===== config.mk =====
export PLATFORM = sky130hd
export DESIGN_NAME = gbk_text_layout_glyph_addresser
export DESIGN_NICKNAME = d
export VERILOG_FILES = /design/src/rtl/gbk_pkg.sv /design/src/rtl/gbk_front.sv /design/src/rtl/gbk_queue.sv /design/src/rtl/gbk_back.sv /design/src/rtl/gbk_text_layout_glyph_addresser.sv
export SDC_FILE = /design/constraint.sdc
export NUM_CORES = 1
export LEC_CHECK = 0
export BUFFER_PORTS_ARGS = -buffer_cell sky130_fd_sc_hd__buf_2
export CAP_MARGIN = 5
export CORE_MARGIN = 4
export CORE_UTILIZATION = 33
export CTS_CLUSTER_DIAMETER = 30
export DETAILED_ROUTE_END_ITERATION = 7
export HOLD_SLACK_MARGIN = 0.08
export PLACE_DENSITY = 0.45
export SYNTH_ARGS = -nofsm -noshare
export SYNTH_HDL_FRONTEND = slang
export SYNTH_SLANG_ARGS = --single-unit

===== constraint.sdc =====
create_clock -name clk -period 15.21 [get_ports clk]
set_input_delay 3.042 -clock clk [delete_from_list [all_inputs] [get_ports clk]]
set_output_delay 3.042 -clock clk [all_outputs]
set_load 0.02 [all_outputs]

===== src/rtl/gbk_pkg.sv =====
// ----------------------------------------------------------------------------
// gbk_pkg
// Shared types and constants of the GBK text layout and glyph addresser.
// ----------------------------------------------------------------------------
package gbk_pkg;

	// Glyph kinds on the draw command
	localparam logic [1:0] KIND_HALF  = 2'd0;
	localparam logic [1:0] KIND_FLASH = 2'd1;
	localparam logic [1:0] KIND_BLANK = 2'd2;

	// Configuration register indexes
	localparam logic [2:0] REG_ORIGIN_X  = 3'd0;
	localparam logic [2:0] REG_ORIGIN_Y  = 3'd1;
	localparam logic [2:0] REG_AREA_W    = 3'd2;
	localparam logic [2:0] REG_AREA_H    = 3'd3;
	localparam logic [2:0] REG_GLYPH_SIZE = 3'd4;
	localparam logic [2:0] REG_BASE_12   = 3'd5;
	localparam logic [2:0] REG_BASE_16   = 3'd6;
	localparam logic [2:0] REG_BASE_24   = 3'd7;

	// Byte codes
	localparam logic [7:0] BYTE_NUL      = 8'h00;
	localparam logic [7:0] BYTE_CR       = 8'd13;
	localparam logic [7:0] BYTE_HALF_MAX = 8'h80;
	localparam logic [7:0] LEAD_FIRST    = 8'h81;
	localparam logic [7:0] TRAIL_FIRST   = 8'h40;
	localparam logic [7:0] TRAIL_GAP     = 8'h7F;
	localparam logic [7:0] TRAIL_HIGH    = 8'h41;
	localparam logic [7:0] BYTE_FF       = 8'hFF;
	localparam logic [14:0] CODES_PER_ROW = 15'd190;

	// Supported full-width font sizes
	localparam logic [4:0] SIZE_12 = 5'd12;
	localparam logic [4:0] SIZE_16 = 5'd16;
	localparam logic [4:0] SIZE_24 = 5'd24;

	// Configuration register set
	typedef struct packed {
		logic [11:0] origin_x;
		logic [11:0] origin_y;
		logic [11:0] area_width;
		logic [11:0] area_height;
		logic [4:0]  glyph_size;
		logic [31:0] base_12;
		logic [31:0] base_16;
		logic [31:0] base_24;
	} cfg_t;

	// Classified draw command between front and back
	typedef struct packed {
		logic [1:0]  kind;
		logic [15:0] pos_x;
		logic [15:0] pos_y;
		logic [7:0]  char_code;
		logic [6:0]  row_off;   // lead byte minus first lead code
		logic [7:0]  col_off;   // trail byte folded to table column
		logic [6:0]  nbytes;    // bitmap length, zero for half-width
	} cmd_t;

	// Bitmap length: ceil(size/8) * size
	function automatic logic [6:0] glyph_len(input logic [4:0] fs);
		logic [2:0]  rows;
		logic [7:0]  prod;
		rows = 3'((6'(fs) + 6'd7) >> 3);
		prod = 8'(rows) * 8'(fs);
		return prod[6:0];
	endfunction

endpackage


===== src/rtl/gbk_front.sv =====
// ----------------------------------------------------------------------------
// gbk_front
// Cursor tracking and byte classification: keeps the text cursor, the
// pending lead byte and the halt flag, and pushes one command per glyph.
// ----------------------------------------------------------------------------
module gbk_front (
	input  logic          clk,
	input  logic          arst_n,
	input  gbk_pkg::cfg_t cfg,
	input  logic          accept,
	input  logic [7:0]    text_byte,
	input  logic          new_string,
	output logic          push,
	output gbk_pkg::cmd_t cmd
);

	logic [15:0] cursor_x_q, cursor_y_q;
	logic        lead_pending_q, skip_next_q, halted_q;
	logic [7:0]  lead_byte_q;

	logic [15:0] cx_e, cy_e;
	logic        lead_e, skip_e, halted_e;

	logic [4:0]  fs;
	logic [3:0]  half;
	logic [4:0]  step;
	logic signed [15:0] right, bottom;
	logic        wrap, no_fit;
	logic [15:0] cx_w, cy_w;
	logic        sized, bad_pair;
	logic [7:0]  trail;

	logic [15:0] cx_d, cy_d;
	logic        lead_d, skip_d, halted_d;

	// State as seen by this byte, after a new string restart
	assign cx_e     = new_string ? {4'd0, cfg.origin_x} : cursor_x_q;
	assign cy_e     = new_string ? {4'd0, cfg.origin_y} : cursor_y_q;
	assign lead_e   = new_string ? 1'b0 : lead_pending_q;
	assign skip_e   = new_string ? 1'b0 : skip_next_q;
	assign halted_e = new_string ? 1'b0 : halted_q;

	assign fs    = cfg.glyph_size;
	assign half  = fs[4:1];
	assign step  = lead_e ? fs : {1'b0, half};
	assign trail = text_byte;

	// Wrap and bottom checks, signed so a negative limit always trips
	assign right  = signed'({4'd0, cfg.origin_x}) + signed'({4'd0, cfg.area_width})
		- signed'({11'd0, step});
	assign wrap   = signed'({1'b0, cx_e}) > 17'(right);
	assign cx_w   = wrap ? {4'd0, cfg.origin_x} : cx_e;
	assign cy_w   = wrap ? cy_e + {11'd0, fs} : cy_e;
	assign bottom = signed'({4'd0, cfg.origin_y}) + signed'({4'd0, cfg.area_height})
		- signed'({11'd0, fs});
	assign no_fit = signed'({1'b0, cy_w}) > 17'(bottom);

	assign sized    = (fs == gbk_pkg::SIZE_12) || (fs == gbk_pkg::SIZE_16)
		|| (fs == gbk_pkg::SIZE_24);
	assign bad_pair = (trail < gbk_pkg::TRAIL_FIRST) || (trail == gbk_pkg::BYTE_FF)
		|| (lead_byte_q == gbk_pkg::BYTE_FF);

	// Byte handling
	always_comb begin
		logic [7:0] row8;
		logic [7:0] col8;
		cx_d     = cx_e;
		cy_d     = cy_e;
		lead_d   = lead_e;
		skip_d   = skip_e;
		halted_d = halted_e;
		push     = 1'b0;
		row8     = lead_byte_q - gbk_pkg::LEAD_FIRST;
		col8     = (trail < gbk_pkg::TRAIL_GAP) ? trail - gbk_pkg::TRAIL_FIRST
			: trail - gbk_pkg::TRAIL_HIGH;
		cmd           = '0;
		cmd.pos_x     = cx_w;
		cmd.pos_y     = cy_w;
		if (halted_e) begin
			// ignore everything until a new string
		end else if (text_byte == gbk_pkg::BYTE_NUL) begin
			halted_d = 1'b1;
			lead_d   = 1'b0;
			skip_d   = 1'b0;
		end else if (skip_e) begin
			skip_d = 1'b0;
		end else if (lead_e) begin
			lead_d = 1'b0;
			cx_d   = cx_w;
			cy_d   = cy_w;
			if (no_fit) begin
				halted_d = 1'b1;
			end else begin
				push       = sized;
				cmd.nbytes = gbk_pkg::glyph_len(fs);
				if (bad_pair) begin
					cmd.kind = gbk_pkg::KIND_BLANK;
				end else begin
					cmd.kind    = gbk_pkg::KIND_FLASH;
					cmd.row_off = row8[6:0];
					cmd.col_off = col8;
				end
				cx_d = cx_w + {11'd0, fs};
			end
		end else if (text_byte > gbk_pkg::BYTE_HALF_MAX) begin
			lead_d = 1'b1;
		end else begin
			cx_d = cx_w;
			cy_d = cy_w;
			if (no_fit) begin
				halted_d = 1'b1;
			end else if (text_byte == gbk_pkg::BYTE_CR) begin
				cy_d   = cy_w + {11'd0, fs};
				cx_d   = {4'd0, cfg.origin_x};
				skip_d = 1'b1;
			end else begin
				push          = 1'b1;
				cmd.kind      = gbk_pkg::KIND_HALF;
				cmd.char_code = text_byte;
				cx_d          = cx_w + {12'd0, half};
			end
		end
		push = push && accept;
	end

	// Cursor state
	always_ff @(posedge clk or negedge arst_n) begin
		if (!arst_n) begin
			cursor_x_q     <= '0;
			cursor_y_q     <= '0;
			lead_pending_q <= 1'b0;
			skip_next_q    <= 1'b0;
			halted_q       <= 1'b0;
			lead_byte_q    <= '0;
		end else if (accept) begin
			cursor_x_q     <= cx_d;
			cursor_y_q     <= cy_d;
			lead_pending_q <= lead_d;
			skip_next_q    <= skip_d;
			halted_q       <= halted_d;
			if (!halted_e && !skip_e && !lead_e && text_byte > gbk_pkg::BYTE_HALF_MAX) begin
				lead_byte_q <= text_byte;
			end
		end
	end

endmodule


===== src/rtl/gbk_queue.sv =====
// ----------------------------------------------------------------------------
// gbk_queue
// Small command FIFO between the classifying front and the address back.
// ----------------------------------------------------------------------------
module gbk_queue #(
	parameter int DEPTH = 4
) (
	input  logic          clk,
	input  logic          arst_n,
	input  logic          push,
	input  gbk_pkg::cmd_t push_cmd,
	output logic          full,
	input  logic          pop,
	output logic          head_valid,
	output gbk_pkg::cmd_t head_cmd
);

	localparam int PW = (DEPTH > 1) ? $clog2(DEPTH) : 1;
	localparam int CW = $clog2(DEPTH + 1);
	localparam logic [PW-1:0] LAST = PW'(DEPTH - 1);

	gbk_pkg::cmd_t mem_q [DEPTH];
	logic [PW-1:0] wr_ptr_q, rd_ptr_q;
	logic [CW-1:0] count_q;
	logic          do_pop;

	assign full       = (count_q == CW'(DEPTH));
	assign head_valid = (count_q != '0);
	assign head_cmd   = mem_q[rd_ptr_q];
	assign do_pop     = pop && head_valid;

	// Storage
	always_ff @(posedge clk) begin
		if (push) begin
			mem_q[wr_ptr_q] <= push_cmd;
		end
	end

	// Pointers and fill count
	always_ff @(posedge clk or negedge arst_n) begin
		if (!arst_n) begin
			wr_ptr_q <= '0;
			rd_ptr_q <= '0;
			count_q  <= '0;
		end else begin
			if (push) begin
				wr_ptr_q <= (wr_ptr_q == LAST) ? '0 : wr_ptr_q + 1'b1;
			end
			if (do_pop) begin
				rd_ptr_q <= (rd_ptr_q == LAST) ? '0 : rd_ptr_q + 1'b1;
			end
			if (push && !do_pop) begin
				count_q <= count_q + 1'b1;
			end else if (!push && do_pop) begin
				count_q <= count_q - 1'b1;
			end
		end
	end

`ifndef SYNTHESIS
	a_count_range: assert property (@(posedge clk) disable iff (!arst_n)
		count_q <= CW'(DEPTH))
		else $error("queue count beyond depth");
	a_no_overflow: assert property (@(posedge clk) disable iff (!arst_n)
		!(push && full))
		else $error("push into full queue");
	a_full_has_head: assert property (@(posedge clk) disable iff (!arst_n)
		full |-> head_valid)
		else $error("full queue without head word");
`endif

endmodule


===== src/rtl/gbk_back.sv =====
// ----------------------------------------------------------------------------
// gbk_back
// Glyph address pipeline: table slot, times bitmap length, plus font base,
// ending in the output register.
// ----------------------------------------------------------------------------
module gbk_back (
	input  logic          clk,
	input  logic          arst_n,
	input  gbk_pkg::cfg_t cfg,
	input  logic          head_valid,
	input  gbk_pkg::cmd_t head_cmd,
	output logic          pop,
	output logic          out_valid,
	input  logic          out_ready,
	output logic [1:0]    glyph_kind,
	output logic [15:0]   pos_x,
	output logic [15:0]   pos_y,
	output logic [7:0]    char_code,
	output logic [31:0]   glyph_address,
	output logic [6:0]    glyph_bytes
);

	logic          adv;
	logic          valid_s1, valid_s2;
	gbk_pkg::cmd_t cmd_s1, cmd_s2;
	logic [14:0]   slot_s1;
	logic [21:0]   offs_s2;
	logic [31:0]   base;

	// Whole pipeline moves when the output slot frees
	assign adv = !out_valid || out_ready;
	assign pop = adv && head_valid;

	always_comb begin
		case (cfg.glyph_size)
			gbk_pkg::SIZE_12: base = cfg.base_12;
			gbk_pkg::SIZE_16: base = cfg.base_16;
			default:          base = cfg.base_24;
		endcase
	end

	// Valid chain
	always_ff @(posedge clk or negedge arst_n) begin
		if (!arst_n) begin
			valid_s1  <= 1'b0;
			valid_s2  <= 1'b0;
			out_valid <= 1'b0;
		end else if (adv) begin
			valid_s1  <= head_valid;
			valid_s2  <= valid_s1;
			out_valid <= valid_s2;
		end
	end

	// Payload stages
	always_ff @(posedge clk) begin
		if (adv) begin
			// table slot: row * 190 + column
			cmd_s1  <= head_cmd;
			slot_s1 <= 15'(head_cmd.row_off) * gbk_pkg::CODES_PER_ROW
				+ 15'(head_cmd.col_off);
			// byte offset into the table
			cmd_s2  <= cmd_s1;
			offs_s2 <= 22'(slot_s1) * 22'(cmd_s1.nbytes);
			// final command
			glyph_kind    <= cmd_s2.kind;
			pos_x         <= cmd_s2.pos_x;
			pos_y         <= cmd_s2.pos_y;
			char_code     <= cmd_s2.char_code;
			glyph_bytes   <= cmd_s2.nbytes;
			glyph_address <= (cmd_s2.kind == gbk_pkg::KIND_FLASH)
				? base + {10'd0, offs_s2} : 32'd0;
		end
	end

`ifndef SYNTHESIS
	a_kind_code: assert property (@(posedge clk) disable iff (!arst_n)
		out_valid |-> (glyph_kind == gbk_pkg::KIND_HALF || glyph_kind == gbk_pkg::KIND_FLASH
			|| glyph_kind == gbk_pkg::KIND_BLANK))
		else $error("undefined glyph kind");
	a_half_fields: assert property (@(posedge clk) disable iff (!arst_n)
		out_valid && glyph_kind == gbk_pkg::KIND_HALF |-> glyph_address == 32'd0
			&& glyph_bytes == 7'd0)
		else $error("half-width command with bitmap fields");
	a_full_code: assert property (@(posedge clk) disable iff (!arst_n)
		out_valid && glyph_kind != gbk_pkg::KIND_HALF |-> char_code == 8'd0)
		else $error("full-width command with char code");
	a_pop_only_free: assert property (@(posedge clk) disable iff (!arst_n)
		pop |-> head_valid && (!out_valid || out_ready))
		else $error("pop while pipeline stalled");
`endif

endmodule


===== src/rtl/gbk_text_layout_glyph_addresser.sv =====
// ----------------------------------------------------------------------------
// gbk_text_layout_glyph_addresser
// Lays out a GBK byte stream in a text area and issues draw commands with
// the font flash address of each valid full-width glyph.
// ----------------------------------------------------------------------------
//  channel  | handshake                       | word
//  ---------+---------------------------------+---------------------------------
//  input    | in_valid / in_ready             | text_byte, new_string
//  output   | out_valid / out_ready           | glyph_kind, pos_x, pos_y,
//           |                                 | char_code, glyph_address, glyph_bytes
//  config   | cfg_we (no wait)                | cfg_index, cfg_data
//
//  One byte per cycle while in_ready is high; the front updates the cursor
//  in the cycle it takes a byte. Its command passes the command queue, the slot
//  multiply and the length multiply, then the base add into the output register.
//  in_ready drops only when the command queue is full; the back stalls as a
//  whole on out_ready. Reset sets registers to defaults and the cursor to the
//  origin; there is no clearing pass.
// ----------------------------------------------------------------------------
module gbk_text_layout_glyph_addresser #(
	parameter int QUEUE_DEPTH = 4
) (
	input  logic        clk,
	input  logic        arst_n,
	input  logic        cfg_we,
	input  logic [2:0]  cfg_index,
	input  logic [31:0] cfg_data,
	input  logic        in_valid,
	output logic        in_ready,
	input  logic [7:0]  text_byte,
	input  logic        new_string,
	output logic        out_valid,
	input  logic        out_ready,
	output logic [1:0]  glyph_kind,
	output logic [15:0] pos_x,
	output logic [15:0] pos_y,
	output logic [7:0]  char_code,
	output logic [31:0] glyph_address,
	output logic [6:0]  glyph_bytes
);

	gbk_pkg::cfg_t cfg_q;
	gbk_pkg::cmd_t push_cmd, head_cmd;
	logic          push, pop, full, head_valid, accept;

	assign in_ready = !full;
	assign accept   = in_valid && in_ready;

	// Configuration registers
	always_ff @(posedge clk or negedge arst_n) begin
		if (!arst_n) begin
			cfg_q.origin_x    <= 12'd0;
			cfg_q.origin_y    <= 12'd0;
			cfg_q.area_width  <= 12'd320;
			cfg_q.area_height <= 12'd240;
			cfg_q.glyph_size  <= 5'd16;
			cfg_q.base_12     <= 32'd0;
			cfg_q.base_16     <= 32'd0;
			cfg_q.base_24     <= 32'd0;
		end else if (cfg_we) begin
			case (cfg_index)
				gbk_pkg::REG_ORIGIN_X:   cfg_q.origin_x    <= cfg_data[11:0];
				gbk_pkg::REG_ORIGIN_Y:   cfg_q.origin_y    <= cfg_data[11:0];
				gbk_pkg::REG_AREA_W:     cfg_q.area_width  <= cfg_data[11:0];
				gbk_pkg::REG_AREA_H:     cfg_q.area_height <= cfg_data[11:0];
				gbk_pkg::REG_GLYPH_SIZE: cfg_q.glyph_size  <= cfg_data[4:0];
				gbk_pkg::REG_BASE_12:    cfg_q.base_12     <= cfg_data;
				gbk_pkg::REG_BASE_16:    cfg_q.base_16     <= cfg_data;
				gbk_pkg::REG_BASE_24:    cfg_q.base_24     <= cfg_data;
				default: ;
			endcase
		end
	end

	gbk_front u_front (
		.clk        (clk),
		.arst_n     (arst_n),
		.cfg        (cfg_q),
		.accept     (accept),
		.text_byte  (text_byte),
		.new_string (new_string),
		.push       (push),
		.cmd        (push_cmd)
	);

	gbk_queue #(
		.DEPTH (QUEUE_DEPTH)
	) u_queue (
		.clk        (clk),
		.arst_n     (arst_n),
		.push       (push),
		.push_cmd   (push_cmd),
		.full       (full),
		.pop        (pop),
		.head_valid (head_valid),
		.head_cmd   (head_cmd)
	);

	gbk_back u_back (
		.clk           (clk),
		.arst_n        (arst_n),
		.cfg           (cfg_q),
		.head_valid    (head_valid),
		.head_cmd      (head_cmd),
		.pop           (pop),
		.out_valid     (out_valid),
		.out_ready     (out_ready),
		.glyph_kind    (glyph_kind),
		.pos_x         (pos_x),
		.pos_y         (pos_y),
		.char_code     (char_code),
		.glyph_address (glyph_address),
		.glyph_bytes   (glyph_bytes)
	);

endmodule

==> results of run 1 <==
per-stage QoR:
| stage | instance area (sq um) | worst slack [ps] | utilization, % | instances |
|---|---|---|---|---|
| after floorplan | 36700 | 1480 | - | 2942 |
| after global placement | 39300 | 2100 | 35.5 | 4505 |
| after detailed placement | 39300 | 1860 | 35.5 | 4505 |
| after CTS | 45200 | 2630 | 40.9 | 4817 |
| after global routing | 45200 | 1930 | 40.9 | 4818 |
| final | 45200 | 2410 | 40.9 | 4819 |
area by class of cell:
type                            count  area, sq um  share of cell area, %
Sequential cell                   674        19200                   42.6
Tap cell                         1488         1860                   4.12
Multi-Input combinational cell   1891        16100                   35.6
Inverter                          281         1060                   2.35
Timing Repair Buffer              171         1010                   2.24
Clock buffer                      196         4470                   9.90
Clock inverter                    116         1470                   3.26
Antenna cell                        2         5.00                 0.0111
worst paths after layout:
| check | from | to | slack, ps |
|---|---|---|---|
| hold reg to reg | u_back.cmd_s2[52]$_DFFE_PN_ | u_back.pos_x[6]$_DFFE_PN_ | 410 |
| hold / removal | u_back.cmd_s2[52]$_DFFE_PN_ | u_back.pos_x[6]$_DFFE_PN_ | 410 |
| setup reg to reg | cfg_q[97]$_DFFE_PN0P_ | u_queue.mem_q[0][14]$_DFFE_PP_ | 4130 |
| min in group asynchronous | arst_n | u_queue.rd_ptr_q[0]$_DFFE_PN0P_ | 2320 |
| setup / recovery | new_string | u_queue.mem_q[0][14]$_DFFE_PP_ | 2410 |
| max in group asynchronous | arst_n | cfg_q[60]$_DFFE_PN0P_ | 10470 |
state kept, by name, indices dropped and copies added, names as in the netlist:
register	flops
u_back.valid_s2	1
u_front.lead_byte_q	8
u_queue.mem_q	256
u_front.halted_q	1
u_back.offs_s2	22
u_back.cmd_s2	49
u_back.glyph_bytes	7
u_back.glyph_kind	2
u_queue.wr_ptr_q	2
u_back.slot_s1	15
u_front.cursor_y_q	16
u_back.pos_y	16
u_queue.count_q	3
cfg_q	149
u_front.skip_next_q	1
u_queue.rd_ptr_q	2
u_back.char_code	8
u_back.glyph_address	32
u_back.out_valid	1
u_back.valid_s1	1
u_back.pos_x	16
u_front.lead_pending_q	1
u_front.cursor_x_q	16
u_back.cmd_s1	49
logic make-up after synthesis:
kind of cell,share of synthesized area [%]
and+or+nand+nor,9.70
DFF,52.4
xor gates and xnor gates,3.29
muxes,9.17
adders and majority gates,13.0
buffers and inverters,4.00
AOI/OAI and AO/OA,8.44
cell usage after synthesis, drive strengths merged (7+ instances only):
library cell / count
a21oi: 128
o211ai: 12
nor2b: 27
xnor2: 88
dfstp: 7
edfxtp: 472
a31oi: 18
nand3: 37
or3: 15
a21o: 40
nor4: 16
a22oi: 35
mux2i: 31
buf: 26
nor3: 55
inv: 281
ha: 217
nor2: 133
o21bai: 29
dfrtp: 195
mux2: 142
o21a: 7
o22ai: 17
nand4: 11
fa: 103
and2: 54
xor2: 49
clkbuf: 70
nand2b: 32
a211oi: 11
nand2: 285
a221oi: 9
and3: 16
o21ai: 123
mux4: 64
critical path, delay by kind of cell:
family / cells / cell delay (ps)
muxes: 2 / 770
and+or+nand+nor: 15 / 3860
buffers and inverters: 2 / 590
adders and majority gates: 4 / 1470
AOI/OAI and AO/OA: 15 / 2760
xor gates and xnor gates: 2 / 760
per-layer routing:
layer	GRT usage (%)	share of wire (%)
met1	21.6	43
met2	28.7	49
met3	3.41	5.3
met4	6.63	3.0
met5	0	0
==> impl_metrics.env, run 1 <==
export IMPL_cpPeakStageDelay_ps=680
export IMPL_postCtsHoldBufs=0
export IMPL_io_pins=132
export IMPL_viasPerCell=4.98
export IMPL_cts_max_level=4
export IMPL_crit_slowest_cell="or2_1"
export IMPL_syn_nets=3311
export IMPL_die_w_um=342
export IMPL_wl_per_cell_um=20.6
export IMPL_reg2reg_depth=42
export IMPL_cp_required_ps=15700
export IMPL_area_growth_pct=23.1
export IMPL_netlist_area_sq_um=36700
export IMPL_ys_flop_type="edfxtp_1"
export IMPL_vias=24000
export IMPL_root_buffer="clkbuf_16"
export IMPL_yosysWarnings=0
export IMPL_tightest_slew_ps=1410
export IMPL_drtIter0Drc=1454
export IMPL_syn_inst=2942
export IMPL_rsz0062_at_grt="false"
export IMPL_track_usage_pct=17.0
export IMPL_antenna_found_initial=3
export IMPL_die_area_sq_um=117000
export IMPL_fin_skew_ps=57.2
export IMPL_cts_buffers=167
export IMPL_hpwl_um=69200
export IMPL_max_slew_margin_pct=5.40
export IMPL_portBuffers=131
export IMPL_slew_violations=0
export IMPL_crit_top_cell="a21oi_1"
export IMPL_gp_congestion=0.902
export IMPL_cp_max_fo=36
export IMPL_layout_cells_most_common="edfxtp_1"
export IMPL_hold_viol_final=0
export IMPL_yosysTopAreaCellShare_pct=38.6
export IMPL_post_route_period_util_pct=84.2
export IMPL_dieHeight_um=342
export IMPL_yosysTopAreaCell="edfxtp_1"
export IMPL_synth_area_leaders="edfxtp_1, dfrtp_1, ha_1"
export IMPL_clockBufferDepth=3
export IMPL_cts_tree="done"
export IMPL_drive_above_1_share_pct=21.8
export IMPL_post_route_min_period_ps=12800
export IMPL_worstSetupStartpointType="input pin"
export IMPL_num_rows=122
export IMPL_fmax_mhz=78.1
export IMPL_nFillCells=10500
export IMPL_seq_area_frac_synth_pct=52.4
export IMPL_cts_resized=0
export IMPL_worstSetupPathType="in -> reg"
export IMPL_insertion_delay_ps=750
export IMPL_drv_cap=0
export IMPL_firstDrtPassIters=5
export IMPL_drc_errors=0
export IMPL_ys_types=96
export IMPL_worst_hold_slack_ps=407
export IMPL_ant_nets=0
export IMPL_floorplan_initialDensity_pct=33.2
export IMPL_synth_edf_count=472
export IMPL_hold_path_class="reg -> reg"
export IMPL_holdPathStages=0
export IMPL_tns_ps=0
export IMPL_end_kind="flop"
export IMPL_cts_setup_buffers=0
export IMPL_ys_async_sr_fraction_pct=30.0
export IMPL_grt_pass1_vias=25400
export IMPL_grt_pass1_wl_um=152000
export IMPL_status="finished clean"
export IMPL_final_cell_mix="edfxtp_1, nand2_1, inv_1"
export IMPL_grt_start_max_net_pins=93
export IMPL_nets=3555
export IMPL_synth_area_per_cell_sq_um=12.5
export IMPL_setup_violations=0
export IMPL_clock_sinks=674
export IMPL_fp_coreArea_sq_um=111000
export IMPL_crit_arrival_ps=13290
export IMPL_grt_overflow_total=0
export IMPL_synth_seq_cells=674
export IMPL_routed_wl_um=99100
export IMPL_cts_clk_slew_worst_paths_ps=50
Power of run 1 is not shown: default switching activity piles up to over one toggle a cycle in this logic, so the estimate is an artifact.
==> inputs of run 2 (changes only) <==
Settings changed: PLACE_DENSITY 0.45 to 0.47.
Clock period 15.21 ns to 10.3 ns, I/O delays scaled along.
==> run 2 against run 1 <==
Compared with the run above: via count rose by 0.33%; flip-flop and latch count did not move; register-to-register slack got worse by 2800 ps; setup slack got worse by 1900 ps; global-route usage fell by 0.35 points; sequential share of layout area fell by 0.56 points; clock skew rose by 20 ps.
==> impl_metrics.env, run 2 (synthesized netlist as in run 1, its figures left out) <==
export IMPL_drive_above_1_share_pct=23.4
export IMPL_status="finished clean"
export IMPL_wl_per_cell_um=20.0
export IMPL_post_route_period_util_pct=94.7
export IMPL_cts_resized=0
export IMPL_floorplan_initialDensity_pct=33.2
export IMPL_worstSetupPathType="in -> reg"
export IMPL_rsz0062_at_grt="false"
export IMPL_ant_nets=0
export IMPL_finalNonFillerCells=4871
export IMPL_io_pins=132
export IMPL_end_kind="flop"
export IMPL_hold_viol_final=0
export IMPL_cp_max_fo=20
export IMPL_worst_hold_slack_ps=409
export IMPL_routed_wl_um=97600
export IMPL_antenna_found_initial=5
export IMPL_num_rows=122
export IMPL_cts_max_level=4
export IMPL_clockBufferDepth=3
export IMPL_seqCellArea_sq_um=19200
export IMPL_fin_skew_ps=77.5
export IMPL_tightest_slew_ps=1190
export IMPL_portBuffers=131
export IMPL_fmax_mhz=103
export IMPL_viasPerCell=4.95
export IMPL_drc_errors=0
export IMPL_layout_cells_most_common="edfxtp_1"
export IMPL_setup_violations=0
export IMPL_drv_cap=0
export IMPL_crit_arrival_ps=10360
export IMPL_post_route_min_period_ps=9750
export IMPL_largest_reg_flops=256
export IMPL_grt_pass1_wl_um=150000
export IMPL_cpPeakStageDelay_ps=480
export IMPL_final_cell_mix="edfxtp_1, nand2_1, inv_1"
export IMPL_max_slew_margin_pct=20.4
export IMPL_top_register="u_queue.mem_q"
export IMPL_cts_clk_slew_worst_paths_ps=50
export IMPL_worstSetupStartpointType="input pin"
export IMPL_dieHeight_um=342
export IMPL_grt_pass1_vias=25400
export IMPL_fp_coreArea_sq_um=111000
export IMPL_nFillCells=10300
export IMPL_drtIter0Drc=1434
export IMPL_slew_violations=0
export IMPL_cp_required_ps=10910
export IMPL_vias=24100
export IMPL_nets=3608
export IMPL_crit_slowest_cell="fa_1"
export IMPL_hold_path_class="reg -> reg"
export IMPL_postCtsHoldBufs=0
export IMPL_cts_setup_buffers=0
export IMPL_reg_largest_list="u_queue.mem_q: 256 flops, cfg_q: 149 flops"
export IMPL_holdPathStages=0
export IMPL_firstDrtPassIters=5
export IMPL_gp_congestion=0.897
export IMPL_reg2reg_depth=41
export IMPL_grt_start_max_net_pins=107
export IMPL_placed_area_sq_um=39900
export IMPL_area_growth_pct=24.7
export IMPL_cts_buffers=164
export IMPL_die_w_um=342
export IMPL_track_usage_pct=16.7
export IMPL_clock_sinks=674
export IMPL_cts_tree="done"
export IMPL_multi_input_area_sq_um=16200
export IMPL_hpwl_um=68000
export IMPL_insertion_delay_ps=770
export IMPL_dp_cells=4561
export IMPL_grt_overflow_total=0
export IMPL_die_area_sq_um=117000
export IMPL_final_cell_area_sq_um=45800
export IMPL_root_buffer="clkbuf_16"
-- run 2: layer usage --
| metal | up-vias | routed length (um) | global-route usage (%) |
|---|---|---|---|
| met5 | - | 13 | 0 |
| met4 | 2 | 3540 | 7.23 |
| met3 | 189 | 4690 | 3.65 |
| met2 | 566 | 47900 | 28.1 |
| met1 | 12100 | 41500 | 20.7 |
| li1 | 11200 | - | - |
-- run 2: per-stage QoR --
stage / utilization [%] / setup TNS, ps / worst slack [ps]
2_1_floorplan: - / -34250 / -241
3_3_place_gp: 36.1 / -28.0 / -20.2
3_5_place_dp: 36.1 / -1140 / -132
4_1_cts: 41.4 / 0 / 599
5_1_grt: 41.4 / 0 / 78.2
6_report: 41.4 / 0 / 548
-- run 2: final timing paths --
kind                                                    start                            endpoint  slack [ps]
hold / removal                    u_back.cmd_s1[29]$_DFFE_PN_         u_back.cmd_s2[29]$_DFFE_PN_         410
min in group asynchronous                              arst_n               cfg_q[52]$_DFFE_PN0P_        1400
setup / recovery                                   new_string  u_front.cursor_y_q[14]$_DFFE_PN0P_         550
hold reg to reg                   u_back.cmd_s1[29]$_DFFE_PN_         u_back.cmd_s2[29]$_DFFE_PN_         410
max in group asynchronous                              arst_n     u_queue.rd_ptr_q[0]$_DFFE_PN0P_        7550
setup reg to reg           u_front.lead_pending_q$_DFFE_PN0P_  u_front.cursor_y_q[14]$_DFFE_PN0P_        1300
-- run 2: critical path: cells and delay by family --
kind | cells | cell delay, ps
AND/OR/NAND/NOR | 14 | 3150
AO/OA/AOI/OAI | 13 | 1900
adder cells (fa/ha/maj) | 4 | 1250
buffers and inverters | 7 | 1230
multiplexers | 2 | 420
XOR/XNOR | 2 | 360
-- run 2: final cells by class --
class	instances	share of cell area (%)
Tap cell	1488	4.07
Clock buffer	193	9.44
Multi-Input combinational cell	1891	35.4
Antenna cell	2	0.0109
Timing Repair Buffer	227	3.41
Inverter	281	2.32
Sequential cell	674	42.0
Clock inverter	115	3.39
Power of run 2 is left out for the same reason.
